$ cat config.mk
export PLATFORM = sky130hd
export DESIGN_NAME = segment_level_crossing_detector
export DESIGN_NICKNAME = d
export VERILOG_FILES = /design/src/hdl/slcd_pkg.sv /design/src/hdl/slcd_divider.sv /design/src/hdl/slcd_datapath.sv /design/src/hdl/slcd_ctrl.sv /design/src/hdl/segment_level_crossing_detector.sv
export SDC_FILE = /design/constraint.sdc
export NUM_CORES = 2
export LEC_CHECK = 0
export BUFFER_PORTS_ARGS = -buffer_cell sky130_fd_sc_hd__buf_2
export CORE_ASPECT_RATIO = 1.4
export CORE_MARGIN = 1
export CORE_UTILIZATION = 40
export DETAILED_ROUTE_END_ITERATION = 8
export PLACE_DENSITY = 0.57
export REMOVE_ABC_BUFFERS = 1
export SYNTH_ARGS = -nofsm -noshare
export SYNTH_HDL_FRONTEND = slang
export SYNTH_SLANG_ARGS = --single-unit
$ cat constraint.sdc
create_clock -name aclk -period 14.5 [get_ports aclk]
set_input_delay 0.725 -clock aclk [delete_from_list [all_inputs] [get_ports aclk]]
set_output_delay 0.725 -clock aclk [all_outputs]
set_load 0.01 [all_outputs]
$ cat src/hdl/slcd_pkg.sv
// ----------------------------------------------------------------------------
// Segment level-crossing detector: shared definitions
// Types, register indices, watch modes and a helper function.
// ----------------------------------------------------------------------------
package slcd_pkg;

    localparam int DEF_NUM_WATCHES = 4;
    localparam int DEF_COORD_BITS  = 32;
    localparam int DEF_COUNT_BITS  = 16;

    localparam int MAX_WATCHES = 4;
    localparam int FIELD_BITS  = 32;
    localparam int CFG_IDX_BITS  = 3;
    localparam int CFG_DATA_BITS = 64;

    localparam logic [CFG_IDX_BITS-1:0] REG_WATCH_MODES = 3'd0;
    localparam logic [CFG_IDX_BITS-1:0] REG_TARGET_0    = 3'd1;
    localparam logic [CFG_IDX_BITS-1:0] REG_X_WINDOW    = 3'd5;
    localparam logic [CFG_IDX_BITS-1:0] REG_Y_WINDOW    = 3'd6;

    localparam logic [1:0] MODE_OFF = 2'd0;
    localparam logic [1:0] MODE_X   = 2'd1;
    localparam logic [1:0] MODE_Y   = 2'd2;
    localparam logic [1:0] MODE_Z   = 2'd3;

    localparam logic OP_SEGMENT  = 1'b0;
    localparam logic OP_NEW_PLOT = 1'b1;

    typedef enum logic [2:0] {
        ST_IDLE,
        ST_CHECK,
        ST_MUL,
        ST_DIV,
        ST_FIX,
        ST_TEST,
        ST_EMIT
    } state_t;

    typedef struct packed {
        logic load_seg;
        logic clear_counts;
        logic watch_first;
        logic emit_first;
        logic watch_next;
        logic start_watch;
        logic mul;
        logic fix;
        logic test;
        logic emit;
    } cmd_t;

    typedef struct packed {
        logic pass;
        logic need_second;
        logic div_done;
        logic last_watch;
        logic out_free;
    } status_t;

    // Inclusive range test with the bounds in either order.
    function automatic logic between(logic signed [FIELD_BITS-1:0] v,
                                     logic signed [FIELD_BITS-1:0] a,
                                     logic signed [FIELD_BITS-1:0] b);
        logic r;
        if (a <= b) begin
            r = (v >= a) && (v <= b);
        end else begin
            r = (v >= b) && (v <= a);
        end
        return r;
    endfunction

endpackage

$ cat src/hdl/slcd_divider.sv
// ----------------------------------------------------------------------------
// Serial divider
// Restoring division of a 2N-bit dividend by an N-bit divisor, one quotient
// bit per cycle. The quotient is known to fit in N bits.
// ----------------------------------------------------------------------------
module slcd_divider #(
    parameter int N = 32
) (
    input  logic           aclk,
    input  logic           aresetn,
    input  logic           start,
    input  logic [2*N-1:0] dividend,
    input  logic [N-1:0]   divisor,
    output logic           done,
    output logic [N-1:0]   quotient
);
    localparam int CB = $clog2(N + 1);

    logic [N-1:0]  rem_reg, rem_next;
    logic [N-1:0]  lo_reg, lo_next;
    logic [N-1:0]  dvsr_reg, dvsr_next;
    logic [CB-1:0] cnt_reg, cnt_next;
    logic [N:0]    trial;
    logic [N:0]    diff;
    logic          ge;

    always_comb begin
        trial = {rem_reg, lo_reg[N-1]};
        ge    = trial >= {1'b0, dvsr_reg};
        diff  = trial - {1'b0, dvsr_reg};
        rem_next  = rem_reg;
        lo_next   = lo_reg;
        dvsr_next = dvsr_reg;
        cnt_next  = cnt_reg;
        if (start) begin
            rem_next  = dividend[2*N-1:N];
            lo_next   = dividend[N-1:0];
            dvsr_next = divisor;
            cnt_next  = CB'(N);
        end else if (cnt_reg != '0) begin
            rem_next = ge ? diff[N-1:0] : trial[N-1:0];
            lo_next  = {lo_reg[N-2:0], ge};
            cnt_next = cnt_reg - 1'b1;
        end
    end

    always_ff @(posedge aclk) begin
        if (!aresetn) begin
            cnt_reg <= '0;
        end else begin
            cnt_reg <= cnt_next;
        end
        rem_reg  <= rem_next;
        lo_reg   <= lo_next;
        dvsr_reg <= dvsr_next;
    end

    assign done     = (cnt_reg == '0);
    assign quotient = lo_reg;

endmodule

$ cat src/hdl/slcd_datapath.sv
// ----------------------------------------------------------------------------
// Detector datapath
// Configuration, segment registers, interpolation, hit tests, per-watch
// counts and last hits, and the result register.
// ----------------------------------------------------------------------------
module slcd_datapath #(
    parameter int NUM_WATCHES = 4,
    parameter int COORD_BITS  = 32,
    parameter int COUNT_BITS  = 16
) (
    input  logic                                aclk,
    input  logic                                aresetn,
    input  slcd_pkg::cmd_t                      cmd,
    output slcd_pkg::status_t                   status,
    input  logic [6*slcd_pkg::FIELD_BITS-1:0]   seg_data,
    input  logic                                cfg_we,
    input  logic [slcd_pkg::CFG_IDX_BITS-1:0]   cfg_index,
    input  logic [slcd_pkg::CFG_DATA_BITS-1:0]  cfg_data,
    output logic                                m_tvalid,
    input  logic                                m_tready,
    output logic [87:0]                         m_tdata,
    output logic                                m_tlast
);
    import slcd_pkg::*;

    localparam int N  = COORD_BITS;
    localparam int WI = (NUM_WATCHES > 1) ? $clog2(NUM_WATCHES) : 1;

    // configuration
    logic [7:0]             modes_reg;
    logic signed [N-1:0]    target_reg [NUM_WATCHES];
    logic [63:0]            xwin_reg, ywin_reg;

    // segment
    logic signed [N-1:0] x1_reg, y1_reg, z1_reg, x2_reg, y2_reg, z2_reg;

    // watch walk
    logic [WI-1:0]          w_reg;
    logic [NUM_WATCHES-1:0] kept_reg;
    logic                   sel_reg;
    logic signed [N-1:0]    hx_reg, hy_reg;
    logic signed [N-1:0]    a1_reg;
    logic                   neg_reg;

    // per-watch state
    logic [COUNT_BITS-1:0] count_reg [NUM_WATCHES];
    logic signed [N-1:0]   prevx_reg [NUM_WATCHES];
    logic signed [N-1:0]   prevy_reg [NUM_WATCHES];

    // result register
    logic                  ovalid_reg;
    logic [WI-1:0]         oidx_reg;
    logic signed [N-1:0]   ox_reg, oy_reg;
    logic [COUNT_BITS-1:0] onum_reg;
    logic                  olast_reg;

    logic [1:0]          mode;
    logic signed [N-1:0] t, b1, b2, a1, a2;
    logic signed [N:0]   da, dn, dd;
    logic [N-1:0]        mda, mdn, mdd;
    logic [2*N-1:0]      prod;
    logic                neg;
    logic [N-1:0]        quot;
    logic                div_done;
    logic signed [N-1:0] res;
    logic                in_win, repeat_hit, keep, more_after;
    logic signed [N-1:0] wxa, wxb, wya, wyb;

    assign mode = modes_reg[2*w_reg +: 2];
    assign t    = target_reg[w_reg];
    assign wxa  = xwin_reg[N-1:0];
    assign wxb  = xwin_reg[32 +: N];
    assign wya  = ywin_reg[N-1:0];
    assign wyb  = ywin_reg[32 +: N];

    always_comb begin
        case (mode)
            MODE_X: begin
                b1 = x1_reg;
                b2 = x2_reg;
            end
            MODE_Y: begin
                b1 = y1_reg;
                b2 = y2_reg;
            end
            default: begin
                b1 = z1_reg;
                b2 = z2_reg;
            end
        endcase
        a1 = sel_reg ? y1_reg : x1_reg;
        a2 = sel_reg ? y2_reg : x2_reg;
        da = (N+1)'(a2) - (N+1)'(a1);
        dn = (N+1)'(t) - (N+1)'(b1);
        dd = (N+1)'(b2) - (N+1)'(b1);
        mda = da[N] ? N'(-da) : da[N-1:0];
        mdn = dn[N] ? N'(-dn) : dn[N-1:0];
        mdd = dd[N] ? N'(-dd) : dd[N-1:0];
        prod = mda * mdn;
        neg = (da[N] ^ dn[N] ^ dd[N]) && (da != '0) && (dn != '0);
        res = neg_reg ? a1_reg - N'(quot) : a1_reg + N'(quot);
        in_win = between(32'(hx_reg), 32'(wxa), 32'(wxb))
              && between(32'(hy_reg), 32'(wya), 32'(wyb));
        repeat_hit = (count_reg[w_reg] != '0) && (hx_reg == prevx_reg[w_reg])
                  && (hy_reg == prevy_reg[w_reg]);
        keep = in_win && !repeat_hit;
        more_after = 1'b0;
        for (int i = 0; i < NUM_WATCHES; i++) begin
            if (i > int'(w_reg) && kept_reg[i]) begin
                more_after = 1'b1;
            end
        end
    end

    slcd_divider #(.N(N)) u_div (
        .aclk     (aclk),
        .aresetn  (aresetn),
        .start    (cmd.mul),
        .dividend (prod),
        .divisor  (mdd),
        .done     (div_done),
        .quotient (quot)
    );

    always_comb begin
        status.pass = (mode != MODE_OFF) && (b1 != b2)
                   && between(32'(t), 32'(b1), 32'(b2));
        status.need_second = (mode == MODE_Z) && !sel_reg;
        status.div_done    = div_done;
        status.last_watch  = (w_reg == WI'(NUM_WATCHES - 1));
        status.out_free    = !ovalid_reg || m_tready;
    end

    // configuration
    always_ff @(posedge aclk) begin
        if (!aresetn) begin
            modes_reg <= '0;
            xwin_reg  <= '0;
            ywin_reg  <= '0;
            for (int i = 0; i < NUM_WATCHES; i++) begin
                target_reg[i] <= '0;
            end
        end else if (cfg_we) begin
            if (cfg_index == REG_WATCH_MODES) begin
                modes_reg <= cfg_data[7:0];
            end
            if (cfg_index == REG_X_WINDOW) begin
                xwin_reg <= cfg_data;
            end
            if (cfg_index == REG_Y_WINDOW) begin
                ywin_reg <= cfg_data;
            end
            for (int i = 0; i < NUM_WATCHES; i++) begin
                if (cfg_index == REG_TARGET_0 + CFG_IDX_BITS'(i)) begin
                    target_reg[i] <= cfg_data[N-1:0];
                end
            end
        end
    end

    // walk control and per-watch counts
    always_ff @(posedge aclk) begin
        if (!aresetn) begin
            w_reg    <= '0;
            kept_reg <= '0;
            for (int i = 0; i < NUM_WATCHES; i++) begin
                count_reg[i] <= '0;
            end
        end else begin
            if (cmd.clear_counts) begin
                for (int i = 0; i < NUM_WATCHES; i++) begin
                    count_reg[i] <= '0;
                end
            end
            if (cmd.test && keep) begin
                if (count_reg[w_reg] != '1) begin
                    count_reg[w_reg] <= count_reg[w_reg] + 1'b1;
                end
                kept_reg[w_reg] <= 1'b1;
            end
            if (cmd.watch_first) begin
                w_reg    <= '0;
                kept_reg <= '0;
            end else if (cmd.emit_first) begin
                w_reg <= '0;
            end else if (cmd.watch_next) begin
                w_reg <= w_reg + 1'b1;
            end
        end
    end

    // payload registers
    always_ff @(posedge aclk) begin
        if (cmd.load_seg) begin
            x1_reg <= seg_data[0*32 +: N];
            y1_reg <= seg_data[1*32 +: N];
            z1_reg <= seg_data[2*32 +: N];
            x2_reg <= seg_data[3*32 +: N];
            y2_reg <= seg_data[4*32 +: N];
            z2_reg <= seg_data[5*32 +: N];
        end
        if (cmd.start_watch) begin
            hx_reg  <= t;
            hy_reg  <= t;
            sel_reg <= (mode == MODE_X);
        end
        if (cmd.mul) begin
            a1_reg  <= a1;
            neg_reg <= neg;
        end
        if (cmd.fix) begin
            if (sel_reg) begin
                hy_reg <= res;
            end else begin
                hx_reg <= res;
            end
            if (status.need_second) begin
                sel_reg <= 1'b1;
            end
        end
        if (cmd.test && keep) begin
            prevx_reg[w_reg] <= hx_reg;
            prevy_reg[w_reg] <= hy_reg;
        end
    end

    // result register
    always_ff @(posedge aclk) begin
        if (!aresetn) begin
            ovalid_reg <= 1'b0;
        end else if (cmd.emit && kept_reg[w_reg]) begin
            ovalid_reg <= 1'b1;
        end else if (m_tready) begin
            ovalid_reg <= 1'b0;
        end
        if (cmd.emit && kept_reg[w_reg]) begin
            oidx_reg  <= w_reg;
            ox_reg    <= prevx_reg[w_reg];
            oy_reg    <= prevy_reg[w_reg];
            onum_reg  <= count_reg[w_reg];
            olast_reg <= !more_after;
        end
    end

    assign m_tvalid = ovalid_reg;
    assign m_tlast  = olast_reg;
    assign m_tdata  = {6'd0, 16'(onum_reg), 32'(oy_reg), 32'(ox_reg), 2'(oidx_reg)};

endmodule

$ cat src/hdl/slcd_ctrl.sv
// ----------------------------------------------------------------------------
// Detector controller
// Clears the counts on a new-plot request. Walks the watches of one segment
// through check, interpolation and test, then delivers the kept hits in watch order.
// ----------------------------------------------------------------------------
module slcd_ctrl (
    input  logic                aclk,
    input  logic                aresetn,
    input  logic                s_tvalid,
    output logic                s_tready,
    input  logic                s_tuser,
    input  slcd_pkg::status_t   status,
    output slcd_pkg::cmd_t      cmd
);
    import slcd_pkg::*;

    state_t state_reg, state_next;

    always_ff @(posedge aclk) begin
        if (!aresetn) begin
            state_reg <= ST_IDLE;
        end else begin
            state_reg <= state_next;
        end
    end

    always_comb begin
        state_next = state_reg;
        case (state_reg)
            ST_IDLE: begin
                if (s_tvalid && s_tuser == OP_SEGMENT) begin
                    state_next = ST_CHECK;
                end
            end
            ST_CHECK: begin
                if (status.pass) begin
                    state_next = ST_MUL;
                end else if (status.last_watch) begin
                    state_next = ST_EMIT;
                end
            end
            ST_MUL: state_next = ST_DIV;
            ST_DIV: begin
                if (status.div_done) begin
                    state_next = ST_FIX;
                end
            end
            ST_FIX: state_next = status.need_second ? ST_MUL : ST_TEST;
            ST_TEST: state_next = status.last_watch ? ST_EMIT : ST_CHECK;
            ST_EMIT: begin
                if (status.out_free && status.last_watch) begin
                    state_next = ST_IDLE;
                end
            end
            default: state_next = ST_IDLE;
        endcase
    end

    always_comb begin
        cmd      = '0;
        s_tready = 1'b0;
        case (state_reg)
            ST_IDLE: begin
                s_tready = 1'b1;
                if (s_tvalid) begin
                    cmd.clear_counts = (s_tuser == OP_NEW_PLOT);
                    cmd.load_seg     = (s_tuser == OP_SEGMENT);
                    cmd.watch_first  = (s_tuser == OP_SEGMENT);
                end
            end
            ST_CHECK: begin
                cmd.start_watch = status.pass;
                cmd.watch_next  = !status.pass && !status.last_watch;
                cmd.emit_first  = !status.pass && status.last_watch;
            end
            ST_MUL: cmd.mul = 1'b1;
            ST_FIX: cmd.fix = 1'b1;
            ST_TEST: begin
                cmd.test       = 1'b1;
                cmd.watch_next = !status.last_watch;
                cmd.emit_first = status.last_watch;
            end
            ST_EMIT: begin
                if (status.out_free) begin
                    cmd.emit       = 1'b1;
                    cmd.watch_next = !status.last_watch;
                end
            end
            default: cmd = '0;
        endcase
    end

endmodule

$ cat src/hdl/segment_level_crossing_detector.sv
// ----------------------------------------------------------------------------
// Segment level-crossing detector
// Checks each 3-D segment against the configured watches, interpolates the
// crossing point and delivers every kept hit with its running count.
// ----------------------------------------------------------------------------
// Each segment is checked against every watch in turn; each interpolation runs
// on the shared serial divider (one per x or y watch, two per z watch), each
// watch that passes the check is then tested, and the kept hits are delivered
// in watch order, waiting while the result side stalls. A new-plot request
// only clears the counts. One request is worked on at a time. Reset (aresetn,
// synchronous, active low) clears configuration and counts.
module segment_level_crossing_detector #(
    parameter int NUM_WATCHES = slcd_pkg::DEF_NUM_WATCHES,
    parameter int COORD_BITS  = slcd_pkg::DEF_COORD_BITS,
    parameter int COUNT_BITS  = slcd_pkg::DEF_COUNT_BITS
) (
    input  logic                                aclk,
    input  logic                                aresetn,
    input  logic                                s_tvalid,
    output logic                                s_tready,
    // x_start, y_start, z_start, x_end, y_end, z_end
    input  logic [191:0]                        s_tdata,
    // op
    input  logic                                s_tuser,
    output logic                                m_tvalid,
    input  logic                                m_tready,
    // watch_index, hit_x, hit_y, hit_number, zero fill
    output logic [87:0]                         m_tdata,
    output logic                                m_tlast,
    input  logic                                cfg_we,
    input  logic [slcd_pkg::CFG_IDX_BITS-1:0]   cfg_index,
    input  logic [slcd_pkg::CFG_DATA_BITS-1:0]  cfg_data
);
    import slcd_pkg::*;

    cmd_t    cmd;
    status_t status;

    slcd_ctrl u_ctrl (
        .aclk     (aclk),
        .aresetn  (aresetn),
        .s_tvalid (s_tvalid),
        .s_tready (s_tready),
        .s_tuser  (s_tuser),
        .status   (status),
        .cmd      (cmd)
    );

    slcd_datapath #(
        .NUM_WATCHES (NUM_WATCHES),
        .COORD_BITS  (COORD_BITS),
        .COUNT_BITS  (COUNT_BITS)
    ) u_dp (
        .aclk      (aclk),
        .aresetn   (aresetn),
        .cmd       (cmd),
        .status    (status),
        .seg_data  (s_tdata),
        .cfg_we    (cfg_we),
        .cfg_index (cfg_index),
        .cfg_data  (cfg_data),
        .m_tvalid  (m_tvalid),
        .m_tready  (m_tready),
        .m_tdata   (m_tdata),
        .m_tlast   (m_tlast)
    );

endmodule
After elaboration in Yosys (flattened, before gate mapping)
Memories as Yosys holds them, arrays and structs flattened. A register that Yosys moved wholly into a read port is not among the register bits. Cells that the tools add are included.

Bitwise operators: 13. Eq/ne operators: 24. Multipliers: 1. Mux-type cells: 101. Shifts and indexed selects: 1. $add $sub $neg: 12. Magnitude comparators: 21. Reduce and logical (&&, ||, !) cells: 50.

Operator list (count): 2-to-1 mux 32 bit (21); less-or-equal comparator 32 bit (9); >= comparator 32 bit (6); case mux 32 bit (2 select lines) (2); subtractor 32 x 32 -> 33 bit (3); negator 32 bit (3); 2-to-1 mux 16 bit (5); nonzero test 33 bit (2); equality test 32 bit (2); multiplier 32 x 32 -> 64 bit (1); subtractor 32 bit (2); 2-to-1 mux 1 bit (48); >= comparator 33 x 32 -> 1 bit (1); adder 32 bit (1); != test 32 bit (1); 2-to-1 mux 3 bit (9); logical AND 1 bit (25); case mux 3 bit (7 select lines) (1); equality test 3 bit, second input constant (6); 2-to-1 mux 2 bit (9); adder 16 x 1 -> 16 bit, second input constant (1); != test 16 bit, second input constant (1); nonzero test 16 bit (1); OR reduction 16 bit (1); 32 further kinds (62).

Bits of input ports: 265. Memories: 4. Logic and storage cells: 255. RAM bits: 448. Register bits after elaboration: 621.

Memory list: u_dp.prevx_reg (depth 4, width 32, rd ports 1, clocked after memory_dff 1, wr ports 1, line slcd_datapath.sv:47) `logic signed [N-1:0] prevx_reg [NUM_WATCHES];`; u_dp.prevy_reg (depth 4, width 32, rd ports 1, clocked after memory_dff 1, wr ports 1, line slcd_datapath.sv:48) `logic signed [N-1:0] prevy_reg [NUM_WATCHES];`; u_dp.target_reg (depth 4, width 32, rd ports 1, clocked after memory_dff 1, wr ports 4, line slcd_datapath.sv:31) `logic signed [N-1:0] target_reg [NUM_WATCHES];`; u_dp.count_reg (depth 4, width 16, rd ports 1, clocked after memory_dff 1, wr ports 4, line slcd_datapath.sv:46) `logic [COUNT_BITS-1:0] count_reg [NUM_WATCHES];`.

Depth between registers and ports, before layout
Depth in word-level cells: 12. Mapped depth: 58. Depth with buffers taken out: 49.

Cells and area by module
A second synthesis with hierarchy kept.

Cell total of the unflattened synthesis: 9037. Area total of the unflattened synthesis: 92612.6 um^2.

Modules (own cells, without submodules): slcd_datapath (seq. area each 26905.8 um^2, times used 1, cells an instance 8467, area an instance 86032.5 um^2); slcd_divider (seq. area each 3002.9 um^2, times used 1, cells an instance 516, area an instance 6216.0 um^2); slcd_ctrl (seq. area each 60.1 um^2, times used 1, cells an instance 54, area an instance 364.1 um^2).

Worst setup path after synthesis
Ideal clock, no wire load.

Path kind: register -> register. Start: register with a tool-made name. End: register u_dp.u_div.rem_reg[30], data pin. Data arrival time: 13.179 ns. Path slack: 0.957 ns. Stages on the path, launching flop included: 50. Setup time: 0.364 ns. Period minus slack after synthesis: 13.543 ns. Data required time: 14.136 ns. Cell sequence: dfxtp_1 > buf_2 > buf_6 > buf_2 > buf_2 > buf_2 > clkbuf_1 > buf_1 > mux4_2 > inv_1 > ha_1 > inv_1 > ha_1 > nor2_1 > o31ai_4 > a221oi_4 > a21oi_2 > o21ai_2 > [14 not listed] > inv_1 > fa_1 > fa_1 > fa_1 > inv_1 > fa_1 > inv_1 > ha_1 > clkbuf_1 > nand4_1 > or4b_2 > o31ai_1 > a21o_1 > a21oi_1 > o21ai_0 > a31oi_1 > xor2_1 > a21oi_1.

RTL lines: end signal: assignment (line slcd_divider.sv:53) `rem_reg <= rem_next;`; end: declaration (line slcd_divider.sv:19) `logic [N-1:0] rem_reg, rem_next;`.

Final worst setup path
Start: register u_dp.sel_reg. End: register u_dp.u_div.rem_reg[7], data pin.

Cells in the longest elaborated chain, start to end: 6. Elaborated cells on any way between the ends: 7. Classes of those cells: add/sub: 2; mul: 1; mux: 4.

RTL lines: start: declaration (line slcd_datapath.sv:40) `logic sel_reg;`; start signal: assignment (line slcd_datapath.sv:205) `sel_reg <= (mode == MODE_X);`; 2-to-1 mux 32 bit, on equally long branches (line slcd_datapath.sv:92, slcd_datapath.sv:91); subtractor 32 x 32 -> 33 bit * (line slcd_datapath.sv:93) `da = (N+1)'(a2) - (N+1)'(a1);`; negator 32 bit (line slcd_datapath.sv:96) `mda = da[N] ? N'(-da) : da[N-1:0];`; 2-to-1 mux 32 bit * (line slcd_datapath.sv:96); multiplier 32 x 32 -> 64 bit * (line slcd_datapath.sv:99) `prod = mda * mdn;`; 2-to-1 mux 32 bit * (line slcd_divider.sv:35) `if (start) begin`; via u_dp.u_div.rem_next[7] (line slcd_divider.sv:19).

Mark *: on every way through the listed nets, which the timed path passes. The rest lies on a longest branch. A chain may end at the register's enable or synchronous reset.

==> impl_metrics.json <==
{
  "setup_slack_ns": 0.6365,
  "ys_warn_count": 0,
  "final_layout_size_suffix_gt1_share_pct": 11.91,
  "wire_per_inst_microns": 26.69,
  "syn-cell-area_sq_um": 91780,
  "period_share_pct": 95.61,
  "slew_headroom_pct": 6.780,
  "post-route-min-period_ns": 13.86,
  "max_freq_mhz": 72.13,
  "synth-seq-area-share_pct": 32.65,
  "synth_xor_area_share_pct": 4.505,
  "cp_common_cell": "fa_1",
  "overflow": 0,
  "ys_seq_elements": 1071,
  "synth.avg_cell_area_sq_um": 10.12,
  "holdPathStages": 1,
  "r2r-end": "u_dp.u_div.rem_reg[7]",
  "ant_nets": 0,
  "slowest_delay_ns": 0.54,
  "async_flop_share_pct": 0,
  "drt-initial-drc-count": 5759,
  "wl_microns": 335400,
  "slowest_stage": "fa_1",
  "antenna_found_initial": 39,
  "first_pass_iters": 6,
  "hp-start": "s_tdata[71]",
  "grt_pass1_wl_microns": 486700,
  "drv_slew": 0,
  "ctsLongestPathBuffers": 3,
  "dp_cells": 12363,
  "rows": 207,
  "dpl.hpwl_microns": 273300,
  "cp_data_required_time_ns": 14.94,
  "synth_flop_cell": "edfxtp_1",
  "cts_root_buf": "clkbuf_16",
  "vias": 69854,
  "cts_tree": "yes",
  "crit_start": "u_dp.sel_reg",
  "final_common_cell": "inv_1",
  "cap_viol_max_count": 0,
  "cp.arrival_ns": 14.30,
  "ctsHoldBuffers": 0,
  "syn2layout_area_growth_pct": 11.40,
  "grt_max_degree": 84,
  "via_per_inst": 5.559,
  "synth_simple_gate_area_share_pct": 13.33,
  "layout_common_cells": "inv_1 (1293), nand2_1 (1175), fa_1 (899), edfxtp_1 (852), ha_1 (636)",
  "nNetsFinal": 11240,
  "rrSetupSlack_ns": 0.64,
  "dieArea_sq_um": 231400,
  "instances_no_fill": 12566,
  "synth_edf_count": 852,
  "highest_layer": "met5",
  "cp-end-kind": "register",
  "cts_num_sinks": 1071,
  "muxShareOfSynthArea_pct": 3.959,
  "pin_count": 356,
  "pre_cts_slack_ns": 0.1492,
  "met3WireLength_microns": 20860,
  "hp-class": "in2reg",
  "drt-met1-wl_microns": 122300,
  "syn_inst": 9068,
  "path_max_fanout": 24,
  "cts.clk_slew.worst_paths_ns": 0.07,
  "ys_types": 115,
  "critical_path_class": "reg2reg",
  "cts_buffers": 95,
  "setup_viol": 0,
  "rsz0062_at_grt": "false",
  "start_kind": "register",
  "portBuffers": 349,
  "start_util_pct": 40.32,
  "synth_top_family_by_area": "adder cells",
  "synth-adder-area-share_pct": 28.42,
  "hold_viol": 0,
  "reg2reg_from": "u_dp.sel_reg",
  "die_w_microns": 406.8,
  "finClkSkew_ns": 0.03655,
  "tightest_slew_ns": 1.388,
  "synth_compound_area_share_pct": 10.06,
  "gp_congestion": 1.007,
  "die_h_microns": 568.8,
  "status": "finished clean",
  "drc_errors": 0,
  "hold_path_end": "u_dp.z1_reg[7]",
  "clk_latency_ns": 0.74,
  "grt_pass1_vias": 72729,
  "core_area_sq_um": 227700,
  "htree_levels": 3,
  "ff2ff_path_depth": 50,
  "grtUsageTotal_pct": 29.02,
  "wl_met2_microns": 165700
}
-- stage by stage --
stage | utilization [%] | TNS (ns) | area [sq um] | hold slack (ns)
floorplan | - | -67.60 | 90180 | 0.4290
global placement | 43.31 | 0 | 98610 | 0.4438
detailed placement | 43.31 | 0 | 98610 | 0.4470
CTS | 44.76 | 0 | 101900 | 0.1456
global route | 44.90 | 0 | 102200 | 0.1636
finish | 44.91 | 0 | 102200 | 0.1639
-- synthesized netlist by cell type, types with 13 or more instances --
| cell | instances | area [sq um] |
|---|---|---|
| fa_1 | 899 | 18000 |
| o211ai_1 | 32 | 240.2 |
| a22oi_1 | 58 | 435.4 |
| and2_1 | 239 | 1495 |
| ha_1 | 639 | 7995 |
| and3_1 | 33 | 206.5 |
| or3_1 | 24 | 150.1 |
| dfxtp_1 | 219 | 4384 |
| nor3_1 | 125 | 625.6 |
| o21bai_1 | 25 | 187.7 |
| clkbuf_1 | 294 | 1104 |
| o21ai_0 | 201 | 1006 |
| inv_1 | 1294 | 4857 |
| nand2_1 | 1177 | 4418 |
| xor2_1 | 184 | 1612 |
| nor4_1 | 34 | 212.7 |
| buf_1 | 22 | 82.58 |
| mux2i_1 | 63 | 630.6 |
| nand4_1 | 97 | 606.8 |
| a21o_1 | 180 | 1351 |
| a31oi_1 | 52 | 325.3 |
| a211oi_1 | 58 | 435.4 |
| o31ai_1 | 22 | 165.2 |
| o21ai_1 | 16 | 80.08 |
| edfxtp_1 | 852 | 25580 |
| mux2_2 | 35 | 394.1 |
| buf_4 | 13 | 97.59 |
| buf_2 | 61 | 305.3 |
| nor2b_1 | 77 | 481.7 |
| xnor2_1 | 255 | 2233 |
| a21oi_1 | 488 | 2442 |
| or2_2 | 19 | 118.9 |
| and4_1 | 16 | 140.1 |
| nor2_1 | 595 | 2233 |
| nand2b_1 | 89 | 556.8 |
| o21a_1 | 66 | 495.5 |
| o221ai_1 | 62 | 543.0 |
| nand3_1 | 78 | 390.4 |
| mux4_2 | 114 | 2567 |
-- metal layers --
metal,vias up,track usage (%)
met4,14,19.14
li1,31083,-
met5,-,0
met1,35226,33.47
met3,776,3.752
met2,2755,50.19
-- how the worst max path moves through the flow --
stage,slack (ns),depth (start not counted),end
6_report,0.64,50,u_dp.u_div.rem_reg[7]
5_1_grt,0.009,47,u_dp.u_div.rem_reg[7]
4_1_cts,0.06,50,u_dp.u_div.rem_reg[7]
3_5_place_dp,0.15,50,u_dp.u_div.rem_reg[7]
3_3_place_gp,0.23,43,u_dp.u_div.rem_reg[7]
2_1_floorplan,-1.97,39,u_dp.u_div.rem_reg[30]
-- logic make-up (layout without fill, tap and decap cells) --
logic type               Yosys count  count (layout)
AND/OR/NAND/NOR                 2671            2671
buffers and inverters           1690            2135
adder cells (fa/ha/maj)         1547            1547
multiplexers                     215             215
XOR/XNOR                         455             455
other                              1              24
AO/OA/AOI/OAI                   1418            1418
flip-flops                      1071            1071
-- worst max-delay path, delay by kind of cell, from the launching register on --
kind	cells	cell delay [ns]
simple gates	5	0.90
fa+ha+maj	10	4.35
compound gates	20	4.84
buf+inv	11	1.73
flops	1	0.53
xor+xnor	2	0.46
mux	2	0.70
-- area by class of cell --
cell class / instances / area, sq um
diodes: 18 / 45.04
clock buffers: 128 / 2696
clock inverters: 50 / 600.6
fillers: 21600 / 125400
inverters: 1297 / 4876
multi-input cells: 6312 / 56050
flip-flops and latches: 1071 / 29980
well taps: 3030 / 3791
repair buffers: 660 / 4209
-- what timing repair did --
action,4_1_cts,5_1_grt
endpoints found under the setup margin,0,26
endpoints found under the hold margin,0,0
buffers inserted,0,7
gates resized for setup,0,29
Power is left out: the tool's default activity adds up to more than one toggle a clock period on the data nets, which glitch-free logic cannot reach.
